File: src/hw/rtl/fdi_fifo.sv
`timescale 1ns / 1ps
`default_nettype none

// Small register FIFO. DEPTH must be a power of two.
module fdi_fifo #(
	parameter int WIDTH = 8,
	parameter int DEPTH = 4
) (
	input  wire logic             clk,
	input  wire logic             arst_n,
	input  wire logic             push,
	input  wire logic [WIDTH-1:0] wdata,
	input  wire logic             pop,
	output logic      [WIDTH-1:0] rdata,
	output logic                  full,
	output logic                  empty
);

	localparam int PW = $clog2(DEPTH);

	logic [WIDTH-1:0] slot_q [DEPTH];
	logic [PW-1:0]    wr_ptr_q;
	logic [PW-1:0]    rd_ptr_q;
	logic [PW:0]      count_q;

	assign full  = (count_q == (PW+1)'(DEPTH));
	assign empty = (count_q == '0);
	assign rdata = slot_q[rd_ptr_q];

	// Storage, written at the tail.
	always_ff @(posedge clk) begin
		if (push) begin
			slot_q[wr_ptr_q] <= wdata;
		end
	end

	// Pointers and fill level; pointers wrap naturally.
	always_ff @(posedge clk or negedge arst_n) begin
		if (!arst_n) begin
			wr_ptr_q <= '0;
			rd_ptr_q <= '0;
			count_q  <= '0;
		end else begin
			if (push) begin
				wr_ptr_q <= wr_ptr_q + PW'(1);
			end
			if (pop) begin
				rd_ptr_q <= rd_ptr_q + PW'(1);
			end
			if (push && !pop) begin
				count_q <= count_q + (PW+1)'(1);
			end else if (pop && !push) begin
				count_q <= count_q - (PW+1)'(1);
			end
		end
	end

endmodule

`default_nettype wire

File: config.mk
export PLATFORM = sky130hd
export DESIGN_NAME = fdi_fifo
export DESIGN_NICKNAME = d
export VERILOG_FILES = /design/src/hw/rtl/fdi_fifo.sv
export SDC_FILE = /design/constraint.sdc
export NUM_CORES = 1
export LEC_CHECK = 0
export ABC_AREA = 1
export ABC_CLOCK_PERIOD_IN_PS = 1550
export BUFFER_PORTS_ARGS = -buffer_cell sky130_fd_sc_hd__buf_2
export CORE_UTILIZATION = 50
export CTS_BUF_LIST = sky130_fd_sc_hd__clkbuf_2
export CTS_CLUSTER_SIZE = 16
export DETAILED_ROUTE_END_ITERATION = 10
export PLACE_DENSITY_LB_ADDON = 0.1
export SLEW_MARGIN = 10
export SYNTH_ARGS = -nofsm -noshare
export SYNTH_HDL_FRONTEND = slang
export SYNTH_SLANG_ARGS = --single-unit
File: constraint.sdc
create_clock -name clk -period 1.55 [get_ports clk]
set_input_delay 0.155 -clock clk [delete_from_list [all_inputs] [get_ports clk]]
set_output_delay 0.155 -clock clk [all_outputs]
set_load 0.01 [all_outputs]
After elaboration in Yosys (flattened, before gate mapping)
Memory sizes are Yosys's and may differ from the RTL's.
Index checks and enable logic that the tools add are counted.
- register bits after elaboration: 7
- latch bits: 0
- RAM bits: 32
- ROM bits: 0
- output and inout port bits: 10
- logic and storage cells: 19
- memories kept: 1
- add/subtract/negate cells: 4
- multipliers: 0
- div/mod/pow operators: 0
- $lt $le $gt $ge: 0
- eq/ne operators: 1
- shift-type cells: 0
- multiplexer cells: 4
- bitwise operators: 0
- reduce and logical (&&, ||, !) cells: 6
- memories (memory ; words ; bits a word ; read ports ; clocked after memory_dff ; wr ports ; line ; RTL):
    slot_q ; 4 ; 8 ; 1 ; 0 ; 1 ; 21 ; logic [WIDTH-1:0] slot_q [DEPTH];
- operator list (kind ; count):
    $mux W3 ; 2
    $add A2 B1 Y2 const B ; 2
    $add A3 B1 Y3 const B ; 1
    $eq A3 B3 Y1 const B ; 1
    $logic_not A3 Y1 ; 1
    $sub A3 B1 Y3 const B ; 1
    $logic_and A1 B1 Y1 ; 2
    $logic_not A1 Y1 ; 2
    $mux W1 ; 2
    $reduce_bool A2 Y1 ; 1

Longest topological paths before layout
- word-level depth: 4
- mapped depth: 9

Worst setup path before layout
OpenSTA, ideal clock, no wires.
- kind: register to register
- start: register count_q[0]
- end: register count_q[2]
- arrival: 1.075 ns
- required time: 1.433 ns
- slack: 0.358 ns
- cell stages (with the launch flop): 6
- cell sequence: dfrtp_1 > fa_1 > nand2_1 > nand3_1 > nand2_1 > nand2_1
- longest elaborated chain between the ends: 3
- ends and longest elaborated chain (what ; line ; RTL):
    from (decl) ; 24 ; logic [PW:0] count_q;
    from (signal assigned) ; 51 ; count_q <= count_q + (PW+1)'(1);
    from (signal assigned) ; 53 ; count_q <= count_q - (PW+1)'(1);
    $sub A3 B1 Y3 ; 53 ;
    $mux W3 ; 52 ; end else if (pop && !push) begin
    $mux W3 (*) ; 50 ; if (push && !pop) begin
Every way passes the cells marked *; elsewhere a longest branch is shown, timed or not. The select of a mux whose other input is x is not followed.
A chain may end at the register's enable or synchronous reset.

Final worst setup path
- start: register rd_ptr_q[0]
- end: output port rdata[1]
- longest elaborated chain between the ends: 1
- ends and longest elaborated chain (what ; line ; RTL):
    from (decl) ; 23 ; logic [PW-1:0] rd_ptr_q;
    from (signal assigned) ; 48 ; rd_ptr_q <= rd_ptr_q + PW'(1);
    $mem_v2 Z4 W8 ; -- ;
    to (decl) ; 14 ; output logic [WIDTH-1:0] rdata,
No other way between the ends.

==> flow_summary.json <==
{
  "drtIter0Drc": 38,
  "dp_hpwl_um": 1820,
  "r2r-end": "slot_q[2][7]",
  "worstSetupPathType": "reg -> out",
  "gp_congestion": 0.721,
  "period_needed_ns": 1.52,
  "total_power_mw": 3.53,
  "synth.avg_cell_area_um2": 12.1,
  "synth_cell_type_count": 18,
  "drive_above_1_share_pct": 19.4,
  "slew_headroom_pct": 73.4,
  "wirelength_um": 2680,
  "routedWlPerCell_um": 12.3,
  "ys_ff_latch": 39,
  "clock_latency_ns": 0.38,
  "fin_crit_sh_pct": 98.3,
  "grt_max_degree": 35,
  "rsz0062_at_grt": "yes",
  "worstPathRequired_ns": 1.39,
  "whs_ns": 0.0339,
  "r2r-start": "wr_ptr_q[0]",
  "hold_violations": 0,
  "die_h_um": 60.4,
  "dieArea_um2": 3650,
  "cts_tree": "built",
  "yosysTopAreaCellShare_pct": 56.3,
  "min_to": "wr_ptr_q[0]",
  "setup_slack_ns": 0.0257,
  "ff2ff_path_depth": 4,
  "coreArea_um2": 3150,
  "r2r_slack_ns": 0.20,
  "path_max_fanout": 34,
  "ant_nets": 0,
  "overflow": 0,
  "worstPathArrival_ns": 1.37,
  "powerDensity_nw_per_um2": 1740,
  "rows": 20,
  "fp.dieW_um": 60.4,
  "cp-start-kind": "flip-flop",
  "drv_slew": 0,
  "fmax_ghz": 0.656,
  "cts.path.max_buffers": 2,
  "syn_area_um2": 1710,
  "ioPinCount": 22,
  "cts.sinks": 39,
  "grt_usage_pct": 17.7,
  "layout.nets": 192,
  "drtPass1Iterations": 4,
  "grt_pass1_wl_um": 4390,
  "area_growth_pct": 18.8,
  "drc": 0,
  "drv_cap": 0,
  "syn_inst": 141,
  "hold_class": "in -> reg",
  "synth_nets": 159,
  "cts_setup_buffers": 0,
  "clock_skew_ns": 0.0175,
  "power.leakage_nw": 0.903,
  "n_antenna_cell": 0,
  "grt_pass1_vias": 1030,
  "finish.instance_area_um2": 2030,
  "clkTransAtPathRegs_ns": 0.20,
  "yosys_warnings": 0,
  "dpl-instance-area_um2": 1830,
  "synthTopCellsByArea": "edfxtp_1, dfrtp_1, nand2_1",
  "synth_top_area_cell": "edfxtp_1",
  "antenna_found_initial": 0,
  "min_path_cells": 2,
  "via_per_inst": 4.76,
  "numCtsBuffers": 5,
  "place_ws_ns": 0.209,
  "place.port_buffers": 21,
  "worst_pin_slew_ns": 0.398,
  "hold_start": "push",
  "cp-end-kind": "primary output",
  "status": "complete, no violations",
  "vias": 1042,
  "yosysSeqAreaShare_pct": 66.6,
  "start_util_pct": 54.1,
  "cts_max_level": 2,
  "root_buffer": "clkbuf_2",
  "ir_drop_mv": 1.07,
  "setup-violations-final": 0
}
-- placed cells by master (no fill, tap or decap), drive strengths merged --
cell type,netlist,final
fa,1,1
o21ai,1,1
dfrtp,7,7
nor3,2,2
inv,28,28
clkinvlp,0,1
ha,5,5
xor2,3,3
nand3,1,1
xnor2,1,1
edfxtp,32,32
dlygate4sd3,0,10
o211ai,16,16
nand4,1,1
buf,5,22
nand2,37,37
bufinv,0,2
clkbuf,1,5
-- where the power goes --
part | internal, mW | switching [mW] | total, mW | leakage, nW
clock network | 0.434 | 0.331 | 0.765 | 0.0492
logic | 0.492 | 0.703 | 1.19 | 0.477
registers | 1.40 | 0.168 | 1.57 | 0.376
-- worst max-delay path by stage --
stage / startpoint / to / slack (ns) / cells after the start
floorplan: count_q[0] / count_q[2] / 0.36 / 5
global placement: push / count_q[2] / 0.24 / 8
detailed placement: push / count_q[2] / 0.21 / 8
CTS: rd_ptr_q[0] / rdata[6] / -0.02 / 4
global route: rd_ptr_q[0] / rdata[1] / -0.10 / 4
finish: rd_ptr_q[0] / rdata[1] / 0.03 / 4
-- critical path: stages, from the launching register on --
cell and delay (ns):
dfrtp_1 0.44, buf_12 0.17, o211ai_1 0.18, nand2_1 0.07
buf_2 0.14
-- final cells by class --
class | count | area, um^2
Sequential cell | 39 | 1140
Clock buffer | 5 | 25.0
Timing Repair Buffer | 32 | 225
Multi-Input combinational cell | 68 | 410
Inverter | 28 | 108
Tap cell | 44 | 55.1
Clock inverter | 3 | 67.6
Fill cell | 260 | 1120
-- synth_stat cells --
master	count
buf_2	1
fa_1	1
xnor2_1	1
nand2_1	37
buf_6	4
nor3_1	2
o211ai_2	1
inv_1	27
ha_1	5
o21ai_1	1
nand4_1	1
dfrtp_1	7
inv_4	1
xor2_1	3
clkbuf_2	1
edfxtp_1	32
nand3_1	1
o211ai_1	15
-- cell families (layout without fill, tap and decap cells) --
family / Yosys count / in the layout / synth area share (%)
and+or+nand+nor: 41 / 41 / 9.38
DFF: 39 / 39 / 66.6
buffers and inverters: 34 / 68 / 9.53
AOI/OAI and AO/OA: 17 / 17 / 7.62
adders and majority gates: 6 / 6 / 4.84
xor gates and xnor gates: 4 / 4 / 2.05
-- what timing repair did --
action                                  CTS  global route
hold buffers                             10             0
gates resized for setup                   1             1
pin swaps                                 1             3
endpoints found under the setup margin    8             9
endpoints found under the hold margin    40             0
-- flip-flops by register name, summed over array words and instances, names as in the netlist --
register  flops
slot_q       32
rd_ptr_q      2
wr_ptr_q      2
count_q       3
-- metal layers --
layer | part of all wire [%] | up-vias | global-route usage, % | routed length, um
li1 | - | 530 | - | -
met4 | 1.6 | 0 | 12.7 | 43
met1 | 45 | 486 | 21.1 | 1220
met5 | 0 | - | 0 | 0
met3 | 4.7 | 5 | 4.90 | 125
met2 | 48 | 21 | 27.9 | 1300
-- stage by stage --
step / cells / TNS, ns / utilization, %
2_1_floorplan: 141 / 0 / -
3_3_place_gp: 201 / 0 / 58.1
3_5_place_dp: 201 / 0 / 58.1
4_1_cts: 219 / -0.0995 / 64.2
5_1_grt: 219 / -0.713 / 64.3
6_report: 219 / 0 / 64.3
Power figures use the tool's default switching activity.
