[config.mk]
export PLATFORM = sky130hd
export DESIGN_NAME = fdi_front
export DESIGN_NICKNAME = d
export VERILOG_FILES = /design/src/hw/rtl/fdi_pkg.sv /design/src/hw/rtl/fdi_front.sv
export SDC_FILE = /design/constraint.sdc
export NUM_CORES = 1
export LEC_CHECK = 0
export BUFFER_PORTS_ARGS = -buffer_cell sky130_fd_sc_hd__buf_4
export CAP_MARGIN = 10
export CORE_ASPECT_RATIO = 2
export CORE_MARGIN = 10
export CORE_UTILIZATION = 30
export DETAILED_ROUTE_END_ITERATION = 8
export PLACE_DENSITY_LB_ADDON = 0.25
export SETUP_SLACK_MARGIN = 0.1
export SLEW_MARGIN = 10
export SYNTH_ARGS = -nofsm -noshare
export SYNTH_HDL_FRONTEND = slang
export SYNTH_SLANG_ARGS = --single-unit
export TNS_END_PERCENT = 5
[constraint.sdc]
create_clock -name clk -period 4.3 [get_ports clk]
set_input_delay 0.215 -clock clk [delete_from_list [all_inputs] [get_ports clk]]
set_output_delay 0.215 -clock clk [all_outputs]
set_load 0.01 [all_outputs]
[src/hw/rtl/fdi_pkg.sv]
`timescale 1ns / 1ps
`default_nettype none

package fdi_pkg;

	// Widths of the configuration registers and of the port
	localparam int FW_W       = 10;
	localparam int FH_W       = 9;
	localparam int CFG_DATA_W = 10;
	localparam int CFG_IDX_W  = 2;

	// Register indexes on the configuration port
	typedef enum logic [CFG_IDX_W-1:0] {
		REG_FRAME_WIDTH  = 2'd0,
		REG_FRAME_HEIGHT = 2'd1,
		REG_THREE_MODE   = 2'd2
	} fdi_reg_t;

	// Register values after reset
	localparam int FW_RESET   = 640;
	localparam int FH_RESET   = 480;
	localparam logic MODE_RESET = 1'b1;

	// Pixel and result widths
	localparam int PIX_W       = 8;
	localparam int INT_W       = 27;
	localparam int ROWSUM_W    = 18;
	localparam int IN_TDATA_W  = 24;
	localparam int OUT_TDATA_W = 40;

	// Fixed-point gray conversion: (4899 R + 9617 G + 1868 B + 8192) >> 14.
	// The largest sum is below 2^22, so the result never exceeds 255.
	localparam int GRAY_ACC_W  = 22;
	localparam int GRAY_SHIFT  = 14;
	localparam logic [GRAY_ACC_W-1:0] GRAY_R_WT = 22'd4899;
	localparam logic [GRAY_ACC_W-1:0] GRAY_G_WT = 22'd9617;
	localparam logic [GRAY_ACC_W-1:0] GRAY_B_WT = 22'd1868;
	localparam logic [GRAY_ACC_W-1:0] GRAY_ROUND = 22'd8192;

	// Classified pixel as it travels from the front to the back
	typedef struct packed {
		logic [PIX_W-1:0] gray;
		logic             three_mode;
		logic             row_zero;
		logic             line_end;
		logic             frame_end;
	} fdi_tag_t;

	// One result item
	typedef struct packed {
		logic             frame_end;
		logic [INT_W-1:0] integral_sum;
		logic [PIX_W-1:0] motion;
	} fdi_result_t;

endpackage

`default_nettype wire

[src/hw/rtl/fdi_front.sv]
`timescale 1ns / 1ps
`default_nettype none

// Front end: holds the configuration, tracks the raster position, weights the
// color components and hands classified pixels to the queue.
module fdi_front #(
	parameter int MAX_WIDTH  = 640,
	parameter int MAX_HEIGHT = 480
) (
	input  wire logic                                clk,
	input  wire logic                                arst_n,
	input  wire logic                                in_valid,
	output logic                                     in_ready,
	input  wire logic [fdi_pkg::IN_TDATA_W-1:0]      in_data,
	input  wire logic                                cfg_we,
	input  wire logic [fdi_pkg::CFG_IDX_W-1:0]       cfg_index,
	input  wire logic [fdi_pkg::CFG_DATA_W-1:0]      cfg_data,
	input  wire logic                                clear_busy,
	input  wire logic                                q_full,
	output logic                                     q_push,
	output fdi_pkg::fdi_tag_t                        q_tag,
	output logic [$clog2(MAX_WIDTH*MAX_HEIGHT)-1:0]  q_addr,
	output logic [$clog2(MAX_WIDTH)-1:0]             q_col
);

	import fdi_pkg::*;

	localparam int AW  = $clog2(MAX_WIDTH * MAX_HEIGHT);
	localparam int CW  = $clog2(MAX_WIDTH);
	localparam int RW  = $clog2(MAX_HEIGHT);
	localparam int EWW = ((FW_W > CW) ? FW_W : CW) + 1;
	localparam int EHW = ((FH_W > RW) ? FH_W : RW) + 1;
	localparam int W_RST = (FW_RESET > MAX_WIDTH) ? MAX_WIDTH : FW_RESET;
	localparam int H_RST = (FH_RESET > MAX_HEIGHT) ? MAX_HEIGHT : FH_RESET;

	// Configuration, stored as clamped size minus one
	logic [CW-1:0] wm1_q;
	logic [RW-1:0] hm1_q;
	logic          mode_q;

	// Raster position and start address of the current line
	logic [CW-1:0] col_q;
	logic [RW-1:0] row_q;
	logic [AW-1:0] base_q;

	// Product stage
	logic                  v_f1;
	logic [GRAY_ACC_W-1:0] pr_f1;
	logic [GRAY_ACC_W-1:0] pg_f1;
	logic [GRAY_ACC_W-1:0] pb_f1;
	logic                  mode_f1;
	logic                  row_zero_f1;
	logic                  line_end_f1;
	logic                  frame_end_f1;
	logic [AW-1:0]         addr_f1;
	logic [CW-1:0]         col_f1;

	logic [FW_W-1:0]       w_wr;
	logic [FH_W-1:0]       h_wr;
	logic [EWW-1:0]        w_ext;
	logic [EHW-1:0]        h_ext;
	logic [CW-1:0]         w_new;
	logic [RW-1:0]         h_new;
	logic                  accept;
	logic                  line_end;
	logic                  last_row;
	logic [GRAY_ACC_W-1:0] gray_sum;

	// Clamp written sizes to 1..MAX and keep them minus one.
	assign w_wr  = cfg_data[FW_W-1:0];
	assign h_wr  = cfg_data[FH_W-1:0];
	assign w_ext = EWW'(w_wr);
	assign h_ext = EHW'(h_wr);

	always_comb begin
		if (w_wr == '0) begin
			w_new = '0;
		end else if (w_ext > EWW'(MAX_WIDTH)) begin
			w_new = CW'(MAX_WIDTH - 1);
		end else begin
			w_new = CW'(w_ext - EWW'(1));
		end
		if (h_wr == '0) begin
			h_new = '0;
		end else if (h_ext > EHW'(MAX_HEIGHT)) begin
			h_new = RW'(MAX_HEIGHT - 1);
		end else begin
			h_new = RW'(h_ext - EHW'(1));
		end
	end

	// Accept while no clearing sweep runs and the product stage is free or drains this cycle.
	assign in_ready = !clear_busy && (!v_f1 || !q_full);
	assign accept   = in_valid && in_ready;
	assign line_end = (col_q >= wm1_q);
	assign last_row = (row_q >= hm1_q);

	// Configuration, position and stage valid.
	always_ff @(posedge clk or negedge arst_n) begin
		if (!arst_n) begin
			wm1_q  <= CW'(W_RST - 1);
			hm1_q  <= RW'(H_RST - 1);
			mode_q <= MODE_RESET;
			col_q  <= '0;
			row_q  <= '0;
			base_q <= '0;
			v_f1   <= 1'b0;
		end else begin
			if (cfg_we) begin
				case (cfg_index)
					REG_FRAME_WIDTH: begin
						wm1_q <= w_new;
					end
					REG_FRAME_HEIGHT: begin
						hm1_q <= h_new;
					end
					REG_THREE_MODE: begin
						mode_q <= cfg_data[0];
					end
					default: begin
					end
				endcase
			end
			if (accept) begin
				if (line_end) begin
					col_q <= '0;
					if (last_row) begin
						row_q  <= '0;
						base_q <= '0;
					end else begin
						row_q  <= row_q + RW'(1);
						base_q <= base_q + AW'(MAX_WIDTH);
					end
				end else begin
					col_q <= col_q + CW'(1);
				end
			end
			if (accept) begin
				v_f1 <= 1'b1;
			end else if (q_push) begin
				v_f1 <= 1'b0;
			end
		end
	end

	// Weighted components and pixel classification.
	always_ff @(posedge clk) begin
		if (accept) begin
			pb_f1        <= GRAY_B_WT * GRAY_ACC_W'(in_data[7:0]);
			pg_f1        <= GRAY_G_WT * GRAY_ACC_W'(in_data[15:8]);
			pr_f1        <= GRAY_R_WT * GRAY_ACC_W'(in_data[23:16]);
			mode_f1      <= mode_q;
			row_zero_f1  <= (row_q == '0);
			line_end_f1  <= line_end;
			frame_end_f1 <= line_end && last_row;
			addr_f1      <= base_q + AW'(col_q);
			col_f1       <= col_q;
		end
	end

	// Sum and round to gray on the way into the queue.
	assign gray_sum = pr_f1 + pg_f1 + pb_f1 + GRAY_ROUND;
	assign q_push   = v_f1 && !q_full;

	always_comb begin
		q_tag.gray       = gray_sum[GRAY_SHIFT +: PIX_W];
		q_tag.three_mode = mode_f1;
		q_tag.row_zero   = row_zero_f1;
		q_tag.line_end   = line_end_f1;
		q_tag.frame_end  = frame_end_f1;
	end

	assign q_addr = addr_f1;
	assign q_col  = col_f1;

endmodule

`default_nettype wire

After elaboration in Yosys (flattened, before gate mapping)
Index checks and enable logic that the tools add are counted.

cells by class
  muxes and demuxes = 9
  magnitude comparators = 4
  $add $sub $neg = 9
  equality and inequality tests = 2
  multiply operators = 3
  reduce and logical (&&, ||, !) cells = 17

operators by type and width
  kind                      number
  $mux W10                  3
  $mux W9                   3
  $add A21 B22 Y22          1
  $add A22 B14 Y22 const B  1
  $add A22 B19 Y22          1
  $mul A14 B8 Y22 const A   1
  $mul A13 B8 Y21 const A   1
  $add A19 B10 Y19          1
  $add A19 B10 Y19 const B  1
  $mux W19                  1
  $logic_not A9 Y1          2
  $mul A9 B8 Y17 const A    1
  $add A10 B1 Y10 const B   1
  $ge A10 B10 Y1            1
  $gt A10 B10 Y1 const B    1
  $logic_not A10 Y1         1
  $sub A10 B1 Y10 const B   1
  $add A9 B1 Y9 const B     1
  $ge A9 B9 Y1              1
  $gt A9 B9 Y1 const B      1
  $sub A9 B1 Y9 const B     1
  $reduce_and A2 Y1         4
  $logic_and A1 B1 Y1       4
  $logic_not A1 Y1          3
  6 further kinds           7

word-level totals
  register bits after elaboration = 152
  input port bits = 42

Logic depth before layout (Yosys ltp)
  word-level depth = 5
  gate-level depth with buffers = 16

Worst setup path before layout
No wires, ideal clock.

  path kind = register to register
  from = register v_f1
  to = register base_q[10]
  period minus slack after synthesis = 4.010 ns
  cell stages (with the launch flop) = 9
  path buffers = 2
  slack = 0.290 ns
  arrival = 3.915 ns
  cell sequence = dfrtp_1 -> a21oi_2 -> nand2_2 -> inv_1 -> o21ai_0 -> or3_1 -> buf_4 -> buf_6 -> o31ai_1

on the way
  cells in the longest elaborated chain, start to end = 5

RTL lines
  element                             line              text
  start, declared                     fdi_front.sv:47   logic v_f1;
  start signal, assigned              fdi_front.sv:107  v_f1 <= 1'b0;
  start signal, assigned              fdi_front.sv:139  v_f1 <= 1'b1;
  start signal, assigned              fdi_front.sv:141  v_f1 <= 1'b0;
  $logic_not A1 Y1                    fdi_front.sv:93   assign in_ready = !clear_busy && (!v_f1 || !q_full);
  $logic_or A1 B1 Y1                  fdi_front.sv:93
  $logic_and A1 B1 Y1                 fdi_front.sv:93
  named net in_ready                  fdi_front.sv:13   output logic in_ready,
  $logic_and A1 B1 Y1                 fdi_front.sv:94   assign accept = in_valid && in_ready;
  named net accept                    fdi_front.sv:64   logic accept;
  $reduce_and A2 Y1 (no source line)  n/a
  end signal, assigned                fdi_front.sv:132  base_q <= base_q + AW'(MAX_WIDTH);
  end, declared                       fdi_front.sv:44   logic [AW-1:0] base_q;

The timed path passes the listed nets, and every way through them passes these cells.
A chain may end at the register's enable or synchronous reset.

Final worst setup path
  from = input in_data[10] (netlist name)
  to = register pg_f1[20], data pin

on the way
  cells in the longest elaborated chain, start to end = 1

RTL lines
  element               line              text
  start, declared       fdi_front.sv:14   input wire logic [fdi_pkg::IN_TDATA_W-1:0] in_data,
  $mul A14 B8 Y22       fdi_front.sv:150  pg_f1 <= GRAY_G_WT * GRAY_ACC_W'(in_data[15:8]);
  end signal, assigned  fdi_front.sv:150
  end, declared         fdi_front.sv:49   logic [GRAY_ACC_W-1:0] pg_f1;

Every way passes these cells.

==> run summary <==
Cells after Synth -> 1043
ANT cells -> 0
Initial detailed-routing violation count -> 198
Grt peak-use layer -> met2
Clk buf depth -> 2
Tmin final -> 4.01 ns
Peak supply drop -> 0.473 mV
Yosys cell types -> 63
Post-synth top cells -> ha_1 (212), inv_1 (138), edfxtp_1 (91), fa_1 (61), o21ai_0 (50)
Routed Antenna Nets -> 0
IO buf count -> 84
Final period util -> 93.3%
GR Util met3 -> 1.84%
Vias in the first global route -> 8459
Count leader, synth -> ha_1
Crit-path cells -> dlygate4sd3_1 -> buf_4 -> ha_1 -> ha_1 -> inv_1 -> fa_1 -> inv_1 -> fa_1 -> ha_2 -> a21o_1 -> a211o_1 -> o31ai_4 -> nand2b_1 -> o21ai_0 -> a21oi_1 -> xnor2_1
Die height -> 297 um
Mapped cell area -> 0.0115 mm^2
Num ports -> 85
Slowest stage delay, CP -> 0.54 ns
Sink Count -> 143
Reg2reg end -> base_q[12]
Detailed-route via count -> 7739
Final HPWL DP -> 22200 um
Setup TNS -> 0 ns
Total Power -> 6.88 mW
Grt met2 use -> 25.2%
Synth top area share -> 23.7%
Final WL -> 26600 um
Synth Flop Type -> edfxtp_1
Pwr Density -> 518 mW/mm^2
Initial Utilization -> 30.4%
Wire per inst -> 16.6 um
Core Rows -> 101
CTS tree -> built
FMAX -> 249 MHz
GPL Wtd Cong -> 0.812
Hold path cells -> 1
H-tree Lvls -> 4
Initial antenna violation count -> 0
Worst Hold End -> pg_f1[3]
Worst Setup Start Kind -> input port
Yosys reg bits -> 143
Die area -> 0.0471 mm^2
Final Max Slew Viols -> 0
Total CTS buffers -> 17
Reg2reg start -> hm1_q[2]
Cell taking the most area after synthesis -> edfxtp_1
Grt met1 use -> 10.1%
P_leak -> 6.30 nW
Area delta synth->final -> 15.4%
Fin util -> 35.0%
DRC violations left -> 0
Crit path capture type -> register
Syn nets -> 1358
Data required, critical path -> 4.50 ns
Max Cap Viol -> 0
Final setup viols -> 0
Die extent in x -> 159 um
Worst Path Max Fanout -> 6
Number of synthesized flops with an enable pin -> 91
Status -> complete, no violations
Asr flop ratio synth -> 36.4%
Drt pass-1 iters -> 4
Layout cells sized above 1 -> 14.4%
Root buffer cell -> clkbuf_16
Largest net degree at the start of global routing -> 61
Seq/Total Area, Yosys -> 35.2%
Hold_sp -> in_data[11]
Avg Vias per Cell -> 4.83
Slew @ Worst Pin -> 0.811 ns
YS warnings -> 0
Fin. Hold Viols -> 0
Total GRT Usage -> 11.9%
Area of the multi-input gates -> 0.00684 mm^2
Core ar. -> 0.0379 mm^2
Clk_lat worst skew -> 0.45 ns
RSZ-0062 raised after global routing -> yes
Global-route wire length before repair -> 43400 um
Worst hold path type -> in2reg
Global route total overflow -> 0
Slew HR -> 45.8%
Crit path DAT -> 4.21 ns
Worst r2r path cells -> 10
Clock transition at the registers of the reported paths -> 0.07 ns
Sequential cell area -> 0.00406 mm^2
Syn Area/Cell -> 11.0 um^2
Synth area leaders -> edfxtp_1 (24%), ha_1 (23%), fa_1 (11%)
Slowest cell on crit path -> fa_1
Filler Cell Count -> 3787
Clk_skew -> 0.0129 ns
Register-to-register setup slack -> 1.13 ns
Critical path class -> in2reg
Fin nets -> 1440
[layout make-up]
cell class | count | area share (%)
Sequential cell | 143 | 30.5
Tap cell | 463 | 4.36
Timing Repair Buffer | 90 | 5.16
Clock inverter | 13 | 0.989
Inverter | 138 | 3.92
Clock buffer | 19 | 3.58
Multi-Input combinational cell | 735 | 51.5
[worst max-delay path, delay by kind of cell]
family                   cells  cell delay (ns)
AO/OA/AOI/OAI                5             1.04
adder cells (fa/ha/maj)      5             1.93
XOR/XNOR                     1             0.08
AND/OR/NAND/NOR              1             0.16
buffers and inverters        4             0.79
[power by group]
part | switching, mW | total [mW] | internal [mW]
clock network | 0.687 | 1.53 | 0.842
registers | 0.179 | 1.98 | 1.81
logic | 1.82 | 3.37 | 1.55
[flip-flops by register name, indices dropped and copies added (netlist names)]
register and flops:
base_q 12, col_q 10, frame_end_f1 1, hm1_q 9
line_end_f1 1, mode_f1 1, mode_q 1, pb_f1 17
pg_f1 22, pr_f1 21, q_addr 19, q_col 8
row_q 9, row_zero_f1 1, v_f1 1, wm1_q 10
[what timing repair did]
action	CTS	global route
endpoints found under the setup margin	0	6
setup buffers	0	0
endpoints found under the hold margin	38	0
gates resized for setup	0	6
hold buffers	4	0
[how the worst max path moves through the flow]
stage | start | to | cells after the start
2_1_floorplan | v_f1 | base_q[10] | 8
3_3_place_gp | in_data[10] | pg_f1[20] | 15
3_5_place_dp | in_data[12] | pg_f1[20] | 15
4_1_cts | in_data[10] | pg_f1[20] | 16
5_1_grt | in_data[10] | pg_f1[21] | 16
6_report | in_data[10] | pg_f1[20] | 16
[cells by family (layout without fill, tap and decap cells)]
kind of cell | after synthesis | after routing | share of synthesized area (%)
AO/OA/AOI/OAI | 200 | 200 | 11.4
XOR/XNOR | 69 | 69 | 5.25
adder cells (fa/ha/maj) | 273 | 273 | 33.6
flip-flops | 143 | 143 | 35.2
buffers and inverters | 165 | 260 | 5.70
multiplexers | 2 | 2 | 0.185
AND/OR/NAND/NOR | 191 | 191 | 8.56
[through the flow]
stage	hold WS [ns]	cells	instance area (um^2)	setup slack, ns
after detailed placement	0.314	1565	12600	0.195
after global placement	0.314	1565	12600	0.255
after global routing	0.0113	1601	13300	0.0801
final	0.0255	1601	13300	0.286
after floorplan	-0.0806	1043	11500	0.290
after CTS	0.00175	1601	13300	0.142
[placed cells by master, fill, tap and decap left out, drive strengths merged, types with 4 or more instances in the layout]
cell type	n
o31ai	13
or2	10
o21ai	50
o41ai	5
o21bai	12
a211oi	7
dfrtp	35
dfstp	17
nand2b	8
a31oi	4
nand2	45
a21oi	49
and3	7
edfxtp	91
nand3	19
nand4	9
nor4	4
a21o	29
nor2	42
clkbuf	19
dlygate4sd3	4
xnor2	43
fa	61
o21a	8
nor2b	14
xor2	26
buf	86
nor3	15
inv	149
a22o	8
ha	212
[metal layers]
metal / wire [um] / vias to the layer above / share of wire (%)
li1: - / 3823 / -
met1: 8620 / 3782 / 32
met2: 16800 / 105 / 63
met3: 726 / 29 / 2.7
met4: 492 / 0 / 1.8
met5: 0 / - / 0
Power figures use the tool's default switching activity.
